**config.mk**
```make
export PLATFORM = sky130hd
export DESIGN_NAME = serial_day_to_calendar_date_flat
export DESIGN_NICKNAME = d
export VERILOG_FILES = /design/src/sv/scd_pkg.sv /design/src/sv/scd_ifs.sv /design/src/sv/scd_pipe.sv /design/src/sv/serial_day_to_calendar_date.sv /design/src/flat_wrapper.sv
export SDC_FILE = /design/constraint.sdc
export NUM_CORES = 1
export LEC_CHECK = 0
export ABC_AREA = 1
export BUFFER_PORTS_ARGS = -buffer_cell sky130_fd_sc_hd__clkbuf_2
export CAP_MARGIN = 15
export CORE_ASPECT_RATIO = 0.75
export CORE_MARGIN = 2
export CORE_UTILIZATION = 60
export CTS_CLUSTER_DIAMETER = 150
export CTS_CLUSTER_SIZE = 25
export DETAILED_ROUTE_END_ITERATION = 10
export GPL_TIMING_DRIVEN = 0
export MAX_ROUTING_LAYER = met4
export PLACE_DENSITY = 0.77
export SYNTH_ARGS = -nofsm -noshare
export SYNTH_HDL_FRONTEND = slang
export SYNTH_SLANG_ARGS = --single-unit
```
**constraint.sdc**
```tcl
create_clock -name clock -period 13.7 [get_ports clock]
set_clock_uncertainty 0.1 [all_clocks]
set_input_delay 2.055 -clock clock [delete_from_list [all_inputs] [get_ports clock]]
set_output_delay 2.055 -clock clock [all_outputs]
set_load 0.05 [all_outputs]
```
**src/sv/scd_pkg.sv**
```systemverilog
// Shared constants, stage types and the month start table for the serial day decoder.
package scd_pkg;

   localparam int SERIAL_W = 23;
   localparam int OFFSET_W = 20;
   localparam int YEAR_W = 14;
   localparam int MONTH_W = 4;
   localparam int MDAY_W = 5;
   localparam int WDAY_W = 3;

   localparam logic [OFFSET_W-1:0] OFFSET_RESET = 20'd693594;

   localparam int DAYS_400Y = 146097;
   localparam int DAYS_100Y = 36524;
   localparam int DAYS_4Y = 1461;
   localparam int DAYS_1Y = 365;
   localparam int DAYS_1W = 7;
   localparam int LAST_DAY = 3652059;
   localparam int YEARS_400 = 400;
   localparam int YEARS_100 = 100;
   localparam int YEARS_4 = 4;
   localparam int LAST_Q100 = 3;
   localparam int LAST_Q1 = 3;
   localparam int LAST_Q4 = DAYS_100Y / DAYS_4Y;
   localparam int MONTHS = 12;

   // Sum of serial and offset, and the day count range of valid dates.
   localparam int T_W = 24;
   localparam int DAY_W = 22;

   // Reciprocal multipliers: the estimate is the true quotient or one less.
   localparam int RECIP_SHIFT = 24;
   localparam int RECIP_400Y = (1 << RECIP_SHIFT) / DAYS_400Y;
   localparam int RECIP_4Y = (1 << RECIP_SHIFT) / DAYS_4Y;
   localparam int RECIP_WEEK = (1 << RECIP_SHIFT) / DAYS_1W;

   localparam int Q400_W = 5;
   localparam int R400_W = 18;
   localparam int R100_W = 16;
   localparam int Q4_W = 5;
   localparam int R4_W = 11;
   localparam int YDAY_W = 9;
   localparam int Q7_W = 20;

   typedef struct packed {
      logic                ok;
      logic [DAY_W-1:0]    count;
      logic [DAY_W-1:0]    day;
      logic [Q400_W-1:0]   q400_est;
      logic [Q7_W-1:0]     q7_est;
   } stage1_type;

   typedef struct packed {
      logic                ok;
      logic [Q400_W-1:0]   q400;
      logic [R400_W-1:0]   r400;
      logic [WDAY_W-1:0]   wday;
   } stage2_type;

   typedef struct packed {
      logic                ok;
      logic [Q400_W-1:0]   q400;
      logic [1:0]          q100;
      logic [R100_W-1:0]   r100;
      logic [WDAY_W-1:0]   wday;
   } stage3_type;

   typedef struct packed {
      logic                ok;
      logic [Q400_W-1:0]   q400;
      logic [1:0]          q100;
      logic [R100_W-1:0]   r100;
      logic [Q4_W-1:0]     q4_est;
      logic [WDAY_W-1:0]   wday;
   } stage4_type;

   typedef struct packed {
      logic                ok;
      logic [Q400_W-1:0]   q400;
      logic [1:0]          q100;
      logic [Q4_W-1:0]     q4;
      logic [R4_W-1:0]     r4;
      logic [WDAY_W-1:0]   wday;
   } stage5_type;

   typedef struct packed {
      logic                ok;
      logic [YEAR_W-1:0]   year;
      logic                leap;
      logic [YDAY_W-1:0]   yday;
      logic [WDAY_W-1:0]   wday;
   } stage6_type;

   // Day of year, from zero, on which month m (from zero) starts.
   function automatic logic [YDAY_W-1:0] month_start(input logic leap,
                                                      input logic [MONTH_W-1:0] m);
      logic [YDAY_W-1:0] base;
      case (m)
         4'd0:    base = 9'd0;
         4'd1:    base = 9'd31;
         4'd2:    base = 9'd59;
         4'd3:    base = 9'd90;
         4'd4:    base = 9'd120;
         4'd5:    base = 9'd151;
         4'd6:    base = 9'd181;
         4'd7:    base = 9'd212;
         4'd8:    base = 9'd243;
         4'd9:    base = 9'd273;
         4'd10:   base = 9'd304;
         4'd11:   base = 9'd334;
         default: base = 9'd0;
      endcase
      if (leap && (m >= 4'd2)) begin
         base = base + 9'd1;
      end
      return base;
   endfunction

endpackage

```
**src/sv/scd_ifs.sv**
```systemverilog
// Request and response channel interfaces of the serial day decoder.
interface scd_req_if;
   logic                            valid;
   logic                            ready;
   logic [scd_pkg::SERIAL_W-1:0]    serial_day;

   modport source (output valid, output serial_day, input ready);
   modport sink (input valid, input serial_day, output ready);
endinterface

interface scd_rsp_if;
   logic                            valid;
   logic                            ready;
   logic [scd_pkg::YEAR_W-1:0]      year;
   logic [scd_pkg::MONTH_W-1:0]     month;
   logic [scd_pkg::MDAY_W-1:0]      day_of_month;
   logic [scd_pkg::WDAY_W-1:0]      weekday;
   logic                            leap_year;
   logic                            valid_res;

   modport source (output valid, output year, output month, output day_of_month,
                   output weekday, output leap_year, output valid_res, input ready);
   modport sink (input valid, input year, input month, input day_of_month,
                 input weekday, input leap_year, input valid_res, output ready);
endinterface

```
**src/sv/scd_pipe.sv**
```systemverilog
// Six-stage pipeline from serial day to year, day of year, weekday and leap flag.
module scd_pipe (
   input  logic                            clock,
   input  logic                            reset,
   input  logic                            advance,
   input  logic                            in_valid,
   input  logic [scd_pkg::SERIAL_W-1:0]    serial_day,
   input  logic [scd_pkg::OFFSET_W-1:0]    day_offset,
   output logic                            out_valid,
   output scd_pkg::stage6_type             out_stage
);

   localparam int PROD_W = scd_pkg::DAY_W + scd_pkg::RECIP_SHIFT;
   localparam int PROD4_W = scd_pkg::R100_W + scd_pkg::RECIP_SHIFT;

   logic [5:0] vld_ff, vld_in;

   scd_pkg::stage1_type s1_ff, s1_in;
   scd_pkg::stage2_type s2_ff, s2_in;
   scd_pkg::stage3_type s3_ff, s3_in;
   scd_pkg::stage4_type s4_ff, s4_in;
   scd_pkg::stage5_type s5_ff, s5_in;
   scd_pkg::stage6_type s6_ff, s6_in;

   logic [scd_pkg::T_W-1:0]    t_sum;
   logic [PROD_W-1:0]          prod400;
   logic [PROD_W-1:0]          prod7;
   logic [scd_pkg::DAY_W-1:0]  r400_raw;
   logic [scd_pkg::DAY_W-1:0]  r7_raw;
   logic [scd_pkg::R400_W-1:0] r100_raw;
   logic [PROD4_W-1:0]         prod4;
   logic [scd_pkg::R100_W-1:0] r4_raw;
   logic [scd_pkg::R4_W-1:0]   yday_raw;
   logic [1:0]                 q1;

   assign vld_in = {vld_ff[4:0], in_valid};

   // Stage 1: day count, range check and reciprocal quotient estimates.
   always_comb begin
      t_sum = {serial_day[scd_pkg::SERIAL_W-1], serial_day}
            + {{(scd_pkg::T_W - scd_pkg::OFFSET_W){1'b0}}, day_offset};
      s1_in.ok = !t_sum[scd_pkg::T_W-1] && (t_sum != '0)
               && (t_sum <= scd_pkg::T_W'(scd_pkg::LAST_DAY));
      s1_in.count = t_sum[scd_pkg::DAY_W-1:0];
      s1_in.day = s1_in.count - scd_pkg::DAY_W'(1);
      prod400 = PROD_W'(s1_in.day) * PROD_W'(scd_pkg::RECIP_400Y);
      prod7 = PROD_W'(s1_in.count) * PROD_W'(scd_pkg::RECIP_WEEK);
      s1_in.q400_est = prod400[scd_pkg::RECIP_SHIFT +: scd_pkg::Q400_W];
      s1_in.q7_est = prod7[scd_pkg::RECIP_SHIFT +: scd_pkg::Q7_W];
   end

   // Stage 2: correct the 400-year quotient and the weekday remainder.
   always_comb begin
      s2_in.ok = s1_ff.ok;
      r400_raw = s1_ff.day
               - scd_pkg::DAY_W'(s1_ff.q400_est) * scd_pkg::DAY_W'(scd_pkg::DAYS_400Y);
      s2_in.q400 = s1_ff.q400_est;
      if (r400_raw >= scd_pkg::DAY_W'(scd_pkg::DAYS_400Y)) begin
         r400_raw = r400_raw - scd_pkg::DAY_W'(scd_pkg::DAYS_400Y);
         s2_in.q400 = s1_ff.q400_est + scd_pkg::Q400_W'(1);
      end
      s2_in.r400 = r400_raw[scd_pkg::R400_W-1:0];
      r7_raw = s1_ff.count
             - scd_pkg::DAY_W'(s1_ff.q7_est) * scd_pkg::DAY_W'(scd_pkg::DAYS_1W);
      if (r7_raw >= scd_pkg::DAY_W'(scd_pkg::DAYS_1W)) begin
         r7_raw = r7_raw - scd_pkg::DAY_W'(scd_pkg::DAYS_1W);
      end
      s2_in.wday = r7_raw[scd_pkg::WDAY_W-1:0] + scd_pkg::WDAY_W'(1);
   end

   // Stage 3: century within the 400-year cycle; the last day of the cycle
   // stays in the fourth century.
   always_comb begin
      s3_in.ok = s2_ff.ok;
      s3_in.q400 = s2_ff.q400;
      s3_in.wday = s2_ff.wday;
      if (s2_ff.r400 >= scd_pkg::R400_W'(3 * scd_pkg::DAYS_100Y)) begin
         s3_in.q100 = 2'd3;
      end else if (s2_ff.r400 >= scd_pkg::R400_W'(2 * scd_pkg::DAYS_100Y)) begin
         s3_in.q100 = 2'd2;
      end else if (s2_ff.r400 >= scd_pkg::R400_W'(scd_pkg::DAYS_100Y)) begin
         s3_in.q100 = 2'd1;
      end else begin
         s3_in.q100 = 2'd0;
      end
      r100_raw = s2_ff.r400
               - scd_pkg::R400_W'(s3_in.q100) * scd_pkg::R400_W'(scd_pkg::DAYS_100Y);
      s3_in.r100 = r100_raw[scd_pkg::R100_W-1:0];
   end

   // Stage 4: estimate of the 4-year block within the century.
   always_comb begin
      s4_in.ok = s3_ff.ok;
      s4_in.q400 = s3_ff.q400;
      s4_in.q100 = s3_ff.q100;
      s4_in.r100 = s3_ff.r100;
      s4_in.wday = s3_ff.wday;
      prod4 = PROD4_W'(s3_ff.r100) * PROD4_W'(scd_pkg::RECIP_4Y);
      s4_in.q4_est = prod4[scd_pkg::RECIP_SHIFT +: scd_pkg::Q4_W];
   end

   // Stage 5: correct the 4-year quotient.
   always_comb begin
      s5_in.ok = s4_ff.ok;
      s5_in.q400 = s4_ff.q400;
      s5_in.q100 = s4_ff.q100;
      s5_in.wday = s4_ff.wday;
      r4_raw = s4_ff.r100
             - scd_pkg::R100_W'(s4_ff.q4_est) * scd_pkg::R100_W'(scd_pkg::DAYS_4Y);
      s5_in.q4 = s4_ff.q4_est;
      if (r4_raw >= scd_pkg::R100_W'(scd_pkg::DAYS_4Y)) begin
         r4_raw = r4_raw - scd_pkg::R100_W'(scd_pkg::DAYS_4Y);
         s5_in.q4 = s4_ff.q4_est + scd_pkg::Q4_W'(1);
      end
      s5_in.r4 = r4_raw[scd_pkg::R4_W-1:0];
   end

   // Stage 6: year within the 4-year block, the year itself and the leap flag.
   // The year is a leap year when it ends a 4-year block, unless that block
   // ends a century that is not the last of its 400-year cycle.
   always_comb begin
      s6_in.ok = s5_ff.ok;
      s6_in.wday = s5_ff.wday;
      if (s5_ff.r4 >= scd_pkg::R4_W'(3 * scd_pkg::DAYS_1Y)) begin
         q1 = 2'd3;
      end else if (s5_ff.r4 >= scd_pkg::R4_W'(2 * scd_pkg::DAYS_1Y)) begin
         q1 = 2'd2;
      end else if (s5_ff.r4 >= scd_pkg::R4_W'(scd_pkg::DAYS_1Y)) begin
         q1 = 2'd1;
      end else begin
         q1 = 2'd0;
      end
      yday_raw = s5_ff.r4 - scd_pkg::R4_W'(q1) * scd_pkg::R4_W'(scd_pkg::DAYS_1Y);
      s6_in.yday = yday_raw[scd_pkg::YDAY_W-1:0];
      s6_in.year = scd_pkg::YEAR_W'(1)
                 + scd_pkg::YEAR_W'(s5_ff.q400) * scd_pkg::YEAR_W'(scd_pkg::YEARS_400)
                 + scd_pkg::YEAR_W'(s5_ff.q100) * scd_pkg::YEAR_W'(scd_pkg::YEARS_100)
                 + scd_pkg::YEAR_W'(s5_ff.q4) * scd_pkg::YEAR_W'(scd_pkg::YEARS_4)
                 + scd_pkg::YEAR_W'(q1);
      s6_in.leap = (q1 == 2'(scd_pkg::LAST_Q1))
                 && ((s5_ff.q4 != scd_pkg::Q4_W'(scd_pkg::LAST_Q4))
                     || (s5_ff.q100 == 2'(scd_pkg::LAST_Q100)));
   end

   always_ff @(posedge clock) begin
      if (reset) begin
         vld_ff <= '0;
      end else if (advance) begin
         vld_ff <= vld_in;
      end
   end

   always_ff @(posedge clock) begin
      if (advance) begin
         s1_ff <= s1_in;
         s2_ff <= s2_in;
         s3_ff <= s3_in;
         s4_ff <= s4_in;
         s5_ff <= s5_in;
         s6_ff <= s6_in;
      end
   end

   assign out_valid = vld_ff[5];
   assign out_stage = s6_ff;

endmodule

```
**src/sv/serial_day_to_calendar_date.sv**
```systemverilog
// Top level of the serial day to Gregorian calendar date decoder.
//
//   channel  direction  words carried
//   req      in         serial_day (23-bit two's complement)
//   rsp      out        year, month, day_of_month, weekday, leap_year, valid_res
//   csr      in         day_offset (20 bits, write only)
//
// The edge that accepts a word loads the first of six pipeline stages (the 400-year
// and 4-year reciprocal divides each take two); the word then passes through the
// stages in order and into the output register that decodes the month and drives rsp.valid.
// A new word is accepted every cycle while rsp is not stalled.
// Reset is synchronous and clears all valid bits; day_offset returns to 693594.
// When rsp stalls with a word waiting, the whole pipeline holds in place.
module serial_day_to_calendar_date (
   input  logic                            clock,
   input  logic                            reset,
   scd_req_if.sink                         req,
   scd_rsp_if.source                       rsp,
   input  logic                            csr_wr_en,
   input  logic [scd_pkg::OFFSET_W-1:0]    csr_wr_data
);

   logic [scd_pkg::OFFSET_W-1:0] offset_ff;
   logic                         advance;
   logic                         pipe_valid;
   scd_pkg::stage6_type          pipe_stage;

   logic                           rsp_valid_ff;
   logic [scd_pkg::YEAR_W-1:0]     year_ff, year_in;
   logic [scd_pkg::MONTH_W-1:0]    month_ff, month_in;
   logic [scd_pkg::MDAY_W-1:0]     mday_ff, mday_in;
   logic [scd_pkg::WDAY_W-1:0]     wday_ff, wday_in;
   logic                           leap_ff, leap_in;
   logic                           ok_ff, ok_in;

   logic [scd_pkg::MONTH_W-1:0]    m_idx;
   logic [scd_pkg::YDAY_W-1:0]     mday_full;

   assign advance = !rsp_valid_ff || rsp.ready;
   assign req.ready = advance;

   always_ff @(posedge clock) begin
      if (reset) begin
         offset_ff <= scd_pkg::OFFSET_RESET;
      end else if (csr_wr_en) begin
         offset_ff <= csr_wr_data;
      end
   end

   scd_pipe u_pipe (
      .clock      (clock),
      .reset      (reset),
      .advance    (advance),
      .in_valid   (req.valid),
      .serial_day (req.serial_day),
      .day_offset (offset_ff),
      .out_valid  (pipe_valid),
      .out_stage  (pipe_stage)
   );

   // Month is the count of month starts at or below the day of year.
   always_comb begin
      m_idx = '0;
      for (int k = 1; k < scd_pkg::MONTHS; k++) begin
         if (pipe_stage.yday >= scd_pkg::month_start(pipe_stage.leap,
                                                     scd_pkg::MONTH_W'(k))) begin
            m_idx = scd_pkg::MONTH_W'(k);
         end
      end
      mday_full = pipe_stage.yday - scd_pkg::month_start(pipe_stage.leap, m_idx)
                + scd_pkg::YDAY_W'(1);
      ok_in = pipe_stage.ok;
      if (pipe_stage.ok) begin
         year_in = pipe_stage.year;
         month_in = m_idx + scd_pkg::MONTH_W'(1);
         mday_in = mday_full[scd_pkg::MDAY_W-1:0];
         wday_in = pipe_stage.wday;
         leap_in = pipe_stage.leap;
      end else begin
         year_in = '0;
         month_in = '0;
         mday_in = '0;
         wday_in = '0;
         leap_in = 1'b0;
      end
   end

   always_ff @(posedge clock) begin
      if (reset) begin
         rsp_valid_ff <= 1'b0;
      end else if (advance) begin
         rsp_valid_ff <= pipe_valid;
      end
   end

   always_ff @(posedge clock) begin
      if (advance) begin
         year_ff <= year_in;
         month_ff <= month_in;
         mday_ff <= mday_in;
         wday_ff <= wday_in;
         leap_ff <= leap_in;
         ok_ff <= ok_in;
      end
   end

   assign rsp.valid = rsp_valid_ff;
   assign rsp.year = year_ff;
   assign rsp.month = month_ff;
   assign rsp.day_of_month = mday_ff;
   assign rsp.weekday = wday_ff;
   assign rsp.leap_year = leap_ff;
   assign rsp.valid_res = ok_ff;

endmodule
```
**src/flat_wrapper.sv**
```systemverilog
// flat-port wrapper written by rule: the top's interface ports become plain ports
module serial_day_to_calendar_date_flat 
  (clock, reset, csr_wr_en, csr_wr_data, req_valid, req_serial_day, req_ready, rsp_valid, rsp_year, rsp_month, rsp_day_of_month, rsp_weekday, rsp_leap_year, rsp_valid_res, rsp_ready);
  scd_req_if req_i ();
  scd_rsp_if rsp_i ();
  input  logic clock;
  input  logic reset;
  input  logic csr_wr_en;
  input  logic [scd_pkg::OFFSET_W-1:0] csr_wr_data;
  input wire logic [$bits(req_i.valid)-1:0] req_valid;
  input wire logic [$bits(req_i.serial_day)-1:0] req_serial_day;
  output wire logic [$bits(req_i.ready)-1:0] req_ready;
  output wire logic [$bits(rsp_i.valid)-1:0] rsp_valid;
  output wire logic [$bits(rsp_i.year)-1:0] rsp_year;
  output wire logic [$bits(rsp_i.month)-1:0] rsp_month;
  output wire logic [$bits(rsp_i.day_of_month)-1:0] rsp_day_of_month;
  output wire logic [$bits(rsp_i.weekday)-1:0] rsp_weekday;
  output wire logic [$bits(rsp_i.leap_year)-1:0] rsp_leap_year;
  output wire logic [$bits(rsp_i.valid_res)-1:0] rsp_valid_res;
  input wire logic [$bits(rsp_i.ready)-1:0] rsp_ready;
  assign req_i.valid = req_valid;
  assign req_i.serial_day = req_serial_day;
  assign req_ready = req_i.ready;
  assign rsp_valid = rsp_i.valid;
  assign rsp_year = rsp_i.year;
  assign rsp_month = rsp_i.month;
  assign rsp_day_of_month = rsp_i.day_of_month;
  assign rsp_weekday = rsp_i.weekday;
  assign rsp_leap_year = rsp_i.leap_year;
  assign rsp_valid_res = rsp_i.valid_res;
  assign rsp_i.ready = rsp_ready;
  serial_day_to_calendar_date u_core (.clock(clock), .reset(reset), .req(req_i), .rsp(rsp_i), .csr_wr_en(csr_wr_en), .csr_wr_data(csr_wr_data));
endmodule
```
==> results of run 1 <==
## routing by layer
metal / routed length [um] / vias to the layer above
met4: 1130 / 0
met2: 32100 / 657
met3: 4190 / 67
li1: - / 12400
met5: 0 / -
met1: 35000 / 11600
## cells by family (layout without fill, tap and decap cells)
logic type | count (synthesis) | count (layout) | synth area share
other | 0 | 2 | 0
xor gates and xnor gates | 198 | 198 | 0.0552
buffers and inverters | 866 | 964 | 0.0982
DFF | 266 | 266 | 0.230
and+or+nand+nor | 1130 | 1130 | 0.147
adders and majority gates | 871 | 871 | 0.392
AOI/OAI and AO/OA | 450 | 450 | 0.0774
## synthesized netlist by cell type, drive strengths merged (2+ instances only)
| library cell | n |
|---|---|
| or3 | 2 |
| o21a | 7 |
| o21ai | 153 |
| a31oi | 15 |
| or2 | 11 |
| dfxtp | 27 |
| a211oi | 3 |
| ha | 571 |
| a21oi | 210 |
| nand2 | 629 |
| o31ai | 5 |
| xnor2 | 48 |
| a221oi | 8 |
| buf | 13 |
| nand3b | 5 |
| a21boi | 7 |
| o221ai | 2 |
| nor4 | 12 |
| clkbuf | 8 |
| fa | 300 |
| xor2 | 150 |
| nor2 | 229 |
| a21o | 13 |
| nand3 | 130 |
| o21bai | 12 |
| inv | 844 |
| nor3 | 45 |
| o2111ai | 3 |
| o211ai | 8 |
| nor3b | 6 |
| nand4 | 58 |
| edfxtp | 239 |
| and2 | 2 |
## critical path: cells and delay by family
family                     cells  cell delay [ns]
AOI/OAI and AO/OA              3             0.72
xor gates and xnor gates       2             0.69
adders and majority gates      9             3.78
buffers and inverters          7             0.80
and+or+nand+nor               11             1.73
## sequential cells by signal, summed over array words and instances (netlist names), 3 cells and up
signal                   cells
u_core.offset_ff            20
u_core.rsp.day_of_month      5
u_core.rsp.month             4
u_core.rsp.weekday           3
u_core.rsp.year             14
u_core.u_pipe.out_stage     28
u_core.u_pipe.s1_ff         70
u_core.u_pipe.s2_ff         27
u_core.u_pipe.s3_ff         27
u_core.u_pipe.s4_ff         32
u_core.u_pipe.s5_ff         27
u_core.u_pipe.vld_ff         6
## layout by cell type (no fill, tap or decap), types with 8 or more instances in the layout
master and instances:
a31oi_1 14, a21o_1 13, clkbuf_1 11, nand3_2 8
fa_1 300, edfxtp_1 239, nor4_1 12, a21oi_1 204
o21ai_1 11, nand2_1 615, xnor2_1 42, nor3_1 40
a221oi_1 8, o21ai_2 16, dfxtp_1 27, clkbuf_2 77
ha_1 571, clkbuf_16 15, nand3_1 119, inv_1 837
buf_2 9, nand4_1 57, xor2_1 142, nand2_2 13
nor2_1 222, o21bai_1 12, or2_2 9, o21ai_0 126
## final cells by class
type	instances	area, um^2	area share
Clock inverter	1	11.3	0.000319
Tap cell	722	903	0.0256
Inverter	845	3180	0.0902
Antenna cell	2	5.00	0.000142
Buffer	21	120	0.00341
Clock buffer	18	387	0.0110
Multi-Input combinational cell	2649	22500	0.638
Sequential cell	266	7720	0.219
Timing Repair Buffer	79	420	0.0119
## metrics by stage
step	std cells	worst slack, ns	util	hold WS, ns
floorplan	3781	4.42	-	0.300
global placement	4580	1.73	0.635	0.300
detailed placement	4581	3.66	0.636	0.305
CTS	4600	4.18	0.643	0.325
global route	4603	3.69	0.643	0.334
finish	4603	4.07	0.643	0.326
## worst max path at each step
stage / to / slack [ns] / cells past startpoint
2_1_floorplan: req_ready / 4.42 / 2
3_3_place_gp: req_ready / 1.73 / 4
3_5_place_dp: u_core.u_pipe.s1_ff[14] / 3.66 / 32
4_1_cts: u_core.u_pipe.s1_ff[14] / 4.18 / 32
5_1_grt: u_core.u_pipe.s1_ff[14] / 3.69 / 32
6_report: u_core.u_pipe.s1_ff[14] / 4.07 / 32
==> metrics, run 1 <==
die height=209 um; Post-synth EDFFs=~240; slowest CP cell=nor4_1; initial antenna violation count=2; overall global routing resource usage=0.264; FF-to-FF path depth=31; Final Hold Viols=0; synth warn=0; unrepaired setup endpoints after global routing=no; ys flop type=edfxtp_1; final instance area=between 0.03 and 0.04 mm^2; # nets final=approximately 4.8k; f_max=104 MHz; htree depth=1; RePlAce Congestion=just under 1; Die W=~280 um; First-pass DRT Iterations=5; cells after synthesis=~3.8k; Worst Setup Start Kind=primary input; total I/O pin count=78; port buffer count=slightly below 80; Hold Crit Depth=0; Crit Reg-Reg Endpoint=u_core.u_pipe.s1_ff[14]; fillcell total=between 4k and 5k; Crit path largest cell delay=around 0.68 ns; Hold Path End=u_core.u_pipe.s5_ff[19]; pin count of the biggest net entering global routing=140; Num CTS Buffers=14; Final Max Slew Viols=0; Resized Gates After CTS=0; GRT overflow=0; cell taking the most area after synthesis=edfxtp_1; register area share after synthesis=0.230; R2R Setup Slk=between 5 and 6 ns; clk_lat worst skew=0.53 ns; Core Region=roughly 0.055 mm^2; post-synthesis sequential element count=approximately 270; Slew @ Worst Pin=between 1 and 1.5 ns; max_cap viols=0; Antenna Violating Nets Remaining=0; CTS tree=done; overall routed net length=slightly above 70,000 um; die area=between 0.05 and 0.06 mm^2; synthesis-to-layout area growth=5.17%; most used cell, CP=inv_1; Cell variety after synth=63; fin crit share=0.703; TNS Setup=0 ns; Netlist Area Pre-Place=~0.034 mm^2; post-CTS setup repair buffer count=0; DR iter-0 viols=slightly above 2k; met3 GRT Util=0.0293; Hold Crit Start=u_core.u_pipe.s4_ff[24]; Yosys top cell area share=0.214; crit path kind=primary input to register; Worst Path Required=13.87 ns; mean post-synth cell area=8.86 um^2; top post-synthesis cells by area=edfxtp_1 (21%), ha_1 (21%), fa_1 (18%); endpoints failing setup=0; CP arrival=9.80 ns; post-DP HPWL=slightly above 60,000 um; Worst-path clk slew=0.10 ns; Num Clock Sinks=266; dpl cell area=about 0.035 mm^2; nature of the critical path endpoint=register; syn_nets=between 4k and 5k; Synth async-reset ratio=0; WL per Instance=15.7 um; HP Class=register to register; relative slew slack=0.276; DRC=0; Clock Tree Root=clkbuf_16; share of cells above drive strength 1=0.0526; hold_buf cts=0; Period minus WS final=roughly 9.6 ns; CTS max path bufs=3; status=finished, final reports clean; first-pass GRT wire length=121,000 um; met1 Use GR=0.383; CP Launch Point=req_serial_day[0]; Vias=between 20k and 25k; initial core utilization=0.611; drt via density=5.38; FP Rows=74; CP max FO=7; met2 usage=0.409; GR peak layer=met2; vias in the first global route=~24k; reg-to-reg startpoint=u_core.offset_ff[0]
Power of run 1 is not shown: default switching activity piles up to over one toggle a cycle in this logic, so the estimate is an artifact.
==> run 2, diff against run 1 <==
CORE_UTILIZATION = 59   (was 60)
PLACE_DENSITY = 0.79   (was 0.77)
clock period = 8.45 ns   (was 13.7 ns; I/O delays follow)
==> run 2 against run 1 <==
Against the previous run: die area up 1.7%; sequential cell count did not move; critical endpoint is now u_core.u_pipe.s1_ff[19]; count of clock-buffer cells in the layout unchanged; design area up 0.30%; worst hold slack hardly changed.
==> metrics, run 2 (synthesis gave the netlist of run 1 again) <==
relative slew slack=0.202 (was 0.276); # nets final=4,800 (was 4,795); CP Launch Point=req_serial_day[6] (was req_serial_day[0]); WL per Instance=16.1 um (was 15.7 um); total I/O pin count=78 (unchanged); die height=210 um (was 209 um); Crit path max-delay family=adder cells (unchanged); reg-to-reg startpoint=u_core.offset_ff[6] (was u_core.offset_ff[0]); placed insts=4,590 (was 4,581); HP Class=register to register (unchanged); post-placement worst setup slack=-0.914 ns (was 3.66 ns); DRC=0 (unchanged); initial antenna violation count=1 (was 2); multi-input logic area=0.0226 mm^2 (was 0.0225 mm^2); GRT overflow=0 (unchanged); htree depth=1 (unchanged); slowest CP cell=xor2_1 (was nor4_1); Die W=279 um (was 277 um); Final Hold Viols=0 (unchanged); FP Rows=75 (was 74); fillcell total=4,602 (was 4,571); Num CTS Buffers=14 (unchanged); pin count of the biggest net entering global routing=139 (was 140); Period minus WS final=between 8 and 9 ns; initial core utilization=0.598 (was 0.611); RePlAce Congestion=0.952 (was 0.961); die area=0.0587 mm^2 (was 0.0578 mm^2); Slew @ Worst Pin=1.19 ns (was 1.08 ns); Final Max Slew Viols=0 (unchanged); CP max FO=9 (was 7); post-DP HPWL=62,400 um (was 61,300 um); max_cap viols=0 (unchanged); Core Region=0.0560 mm^2 (was 0.0548 mm^2); port buffer count=77 (unchanged); status=finished, final reports clean (unchanged); Num Clock Sinks=266 (unchanged); flip-flop and latch area=0.00772 mm^2 (unchanged); crit path kind=primary input to register (unchanged); Crit path largest cell delay=0.94 ns (was 0.68 ns); drt via density=5.45 (was 5.38); Hold Crit Start=u_core.u_pipe.s5_ff[26] (was u_core.u_pipe.s4_ff[24]); nature of the critical path endpoint=register (unchanged); worst setup margin=0.180 ns (was 4.07 ns); First-pass DRT Iterations=5 (unchanged); Clock Tree Root=clkbuf_16 (unchanged); overall global routing resource usage=0.269 (was 0.264); first-pass GRT wire length=124,000 um (was 121,000 um); Antenna Violating Nets Remaining=0 (unchanged); fin crit share=0.979; f_max=between 100 and 150 MHz; R2R Setup Slk=0.70 ns (was 5.35 ns); endpoints failing setup=0 (unchanged); most frequent cells in the layout=inv_1 (836), nand2_1 (615), ha_1 (571) (was inv_1 (837), nand2_1 (615), ha_1 (571)); share of cells above drive strength 1=0.0551 (was 0.0526); overall routed net length=74,500 um (was 72,500 um); Worst Path Required=8.64 ns (was 13.87 ns); Worst-path clk slew=0.10 ns (about the same); clk_lat worst skew=0.53 ns (about the same); unrepaired setup endpoints after global routing=no (unchanged); CP arrival=8.46 ns (was 9.80 ns); Vias=25.1k (was 24.8k); Worst Setup Start Kind=primary input (unchanged); Finished Layout Cells=4,616 (was 4,603); vias in the first global route=24.4k (was 24.1k); Top reg by flops=u_core.u_pipe.s1_ff (unchanged); max reg flops=70 (unchanged); commonest non-fill, non-tap cell in the layout=inv_1 (unchanged); hold_buf cts=0 (unchanged); DR iter-0 viols=2,054 (was 2,028); CTS tree=done (unchanged); CTS max path bufs=3 (unchanged); synthesis-to-layout area growth=5.49% (was 5.17%); Buf/Inv on CP=5 (was 7)
## run 2: changes by cell type in the layout (fill, tap and decap cells not counted), sizes merged
cell / previous run / this run
clkinvlp: 0 / 1
inv: 845 / 844
diode: 2 / 1
buf: 15 / 20
## run 2: final timing paths
check	end	depth (start not counted)
worst max-delay path	u_core.u_pipe.s1_ff[19]	26
worst min-delay path	u_core.u_pipe.out_stage[27]	0
worst max register to register	u_core.u_pipe.s1_ff[19]	25
worst min register to register	u_core.u_pipe.out_stage[27]	0
## run 2: area by class of cell
type / instances / share of cell area
diodes: 1 / 0.0000708
plain buffers: 21 / 0.00340
clock buffers: 18 / 0.0109
clock inverters: 1 / 0.000318
inverters: 845 / 0.0900
multi-input cells: 2649 / 0.638
flip-flops and latches: 266 / 0.218
well taps: 731 / 0.0259
repair buffers: 84 / 0.0131
## run 2: routing by layer
metal  track usage  vias to the layer above  part of all wire  wire, um
li1              -                    12400                 -         -
met1         0.393                    11900              0.49     36400
met2         0.401                      774              0.43     31900
met3        0.0431                       79             0.068      5060
met4        0.0443                        0             0.016      1220
met5             -                        -                 0         0
## run 2: what timing repair did
| item | in CTS | in global routing |
|---|---|---|
| pin swaps | 0 | 1 |
| setup buffers | 0 | 5 |
| endpoints found under the setup margin | 5 | 12 |
| resized for setup | 2 | 8 |
## run 2: per-stage QoR
step	util	instance area (um^2)	setup TNS, ns	hold slack [ns]
6_report	0.631	35400	0	0.326
5_1_grt	0.631	35400	0	0.339
4_1_cts	0.630	35300	0	0.327
3_5_place_dp	0.622	34900	-7.59	0.305
3_3_place_gp	0.621	34800	-64.67	0.300
2_1_floorplan	-	33500	0	0.300
Power of run 2 is left out for the same reason.
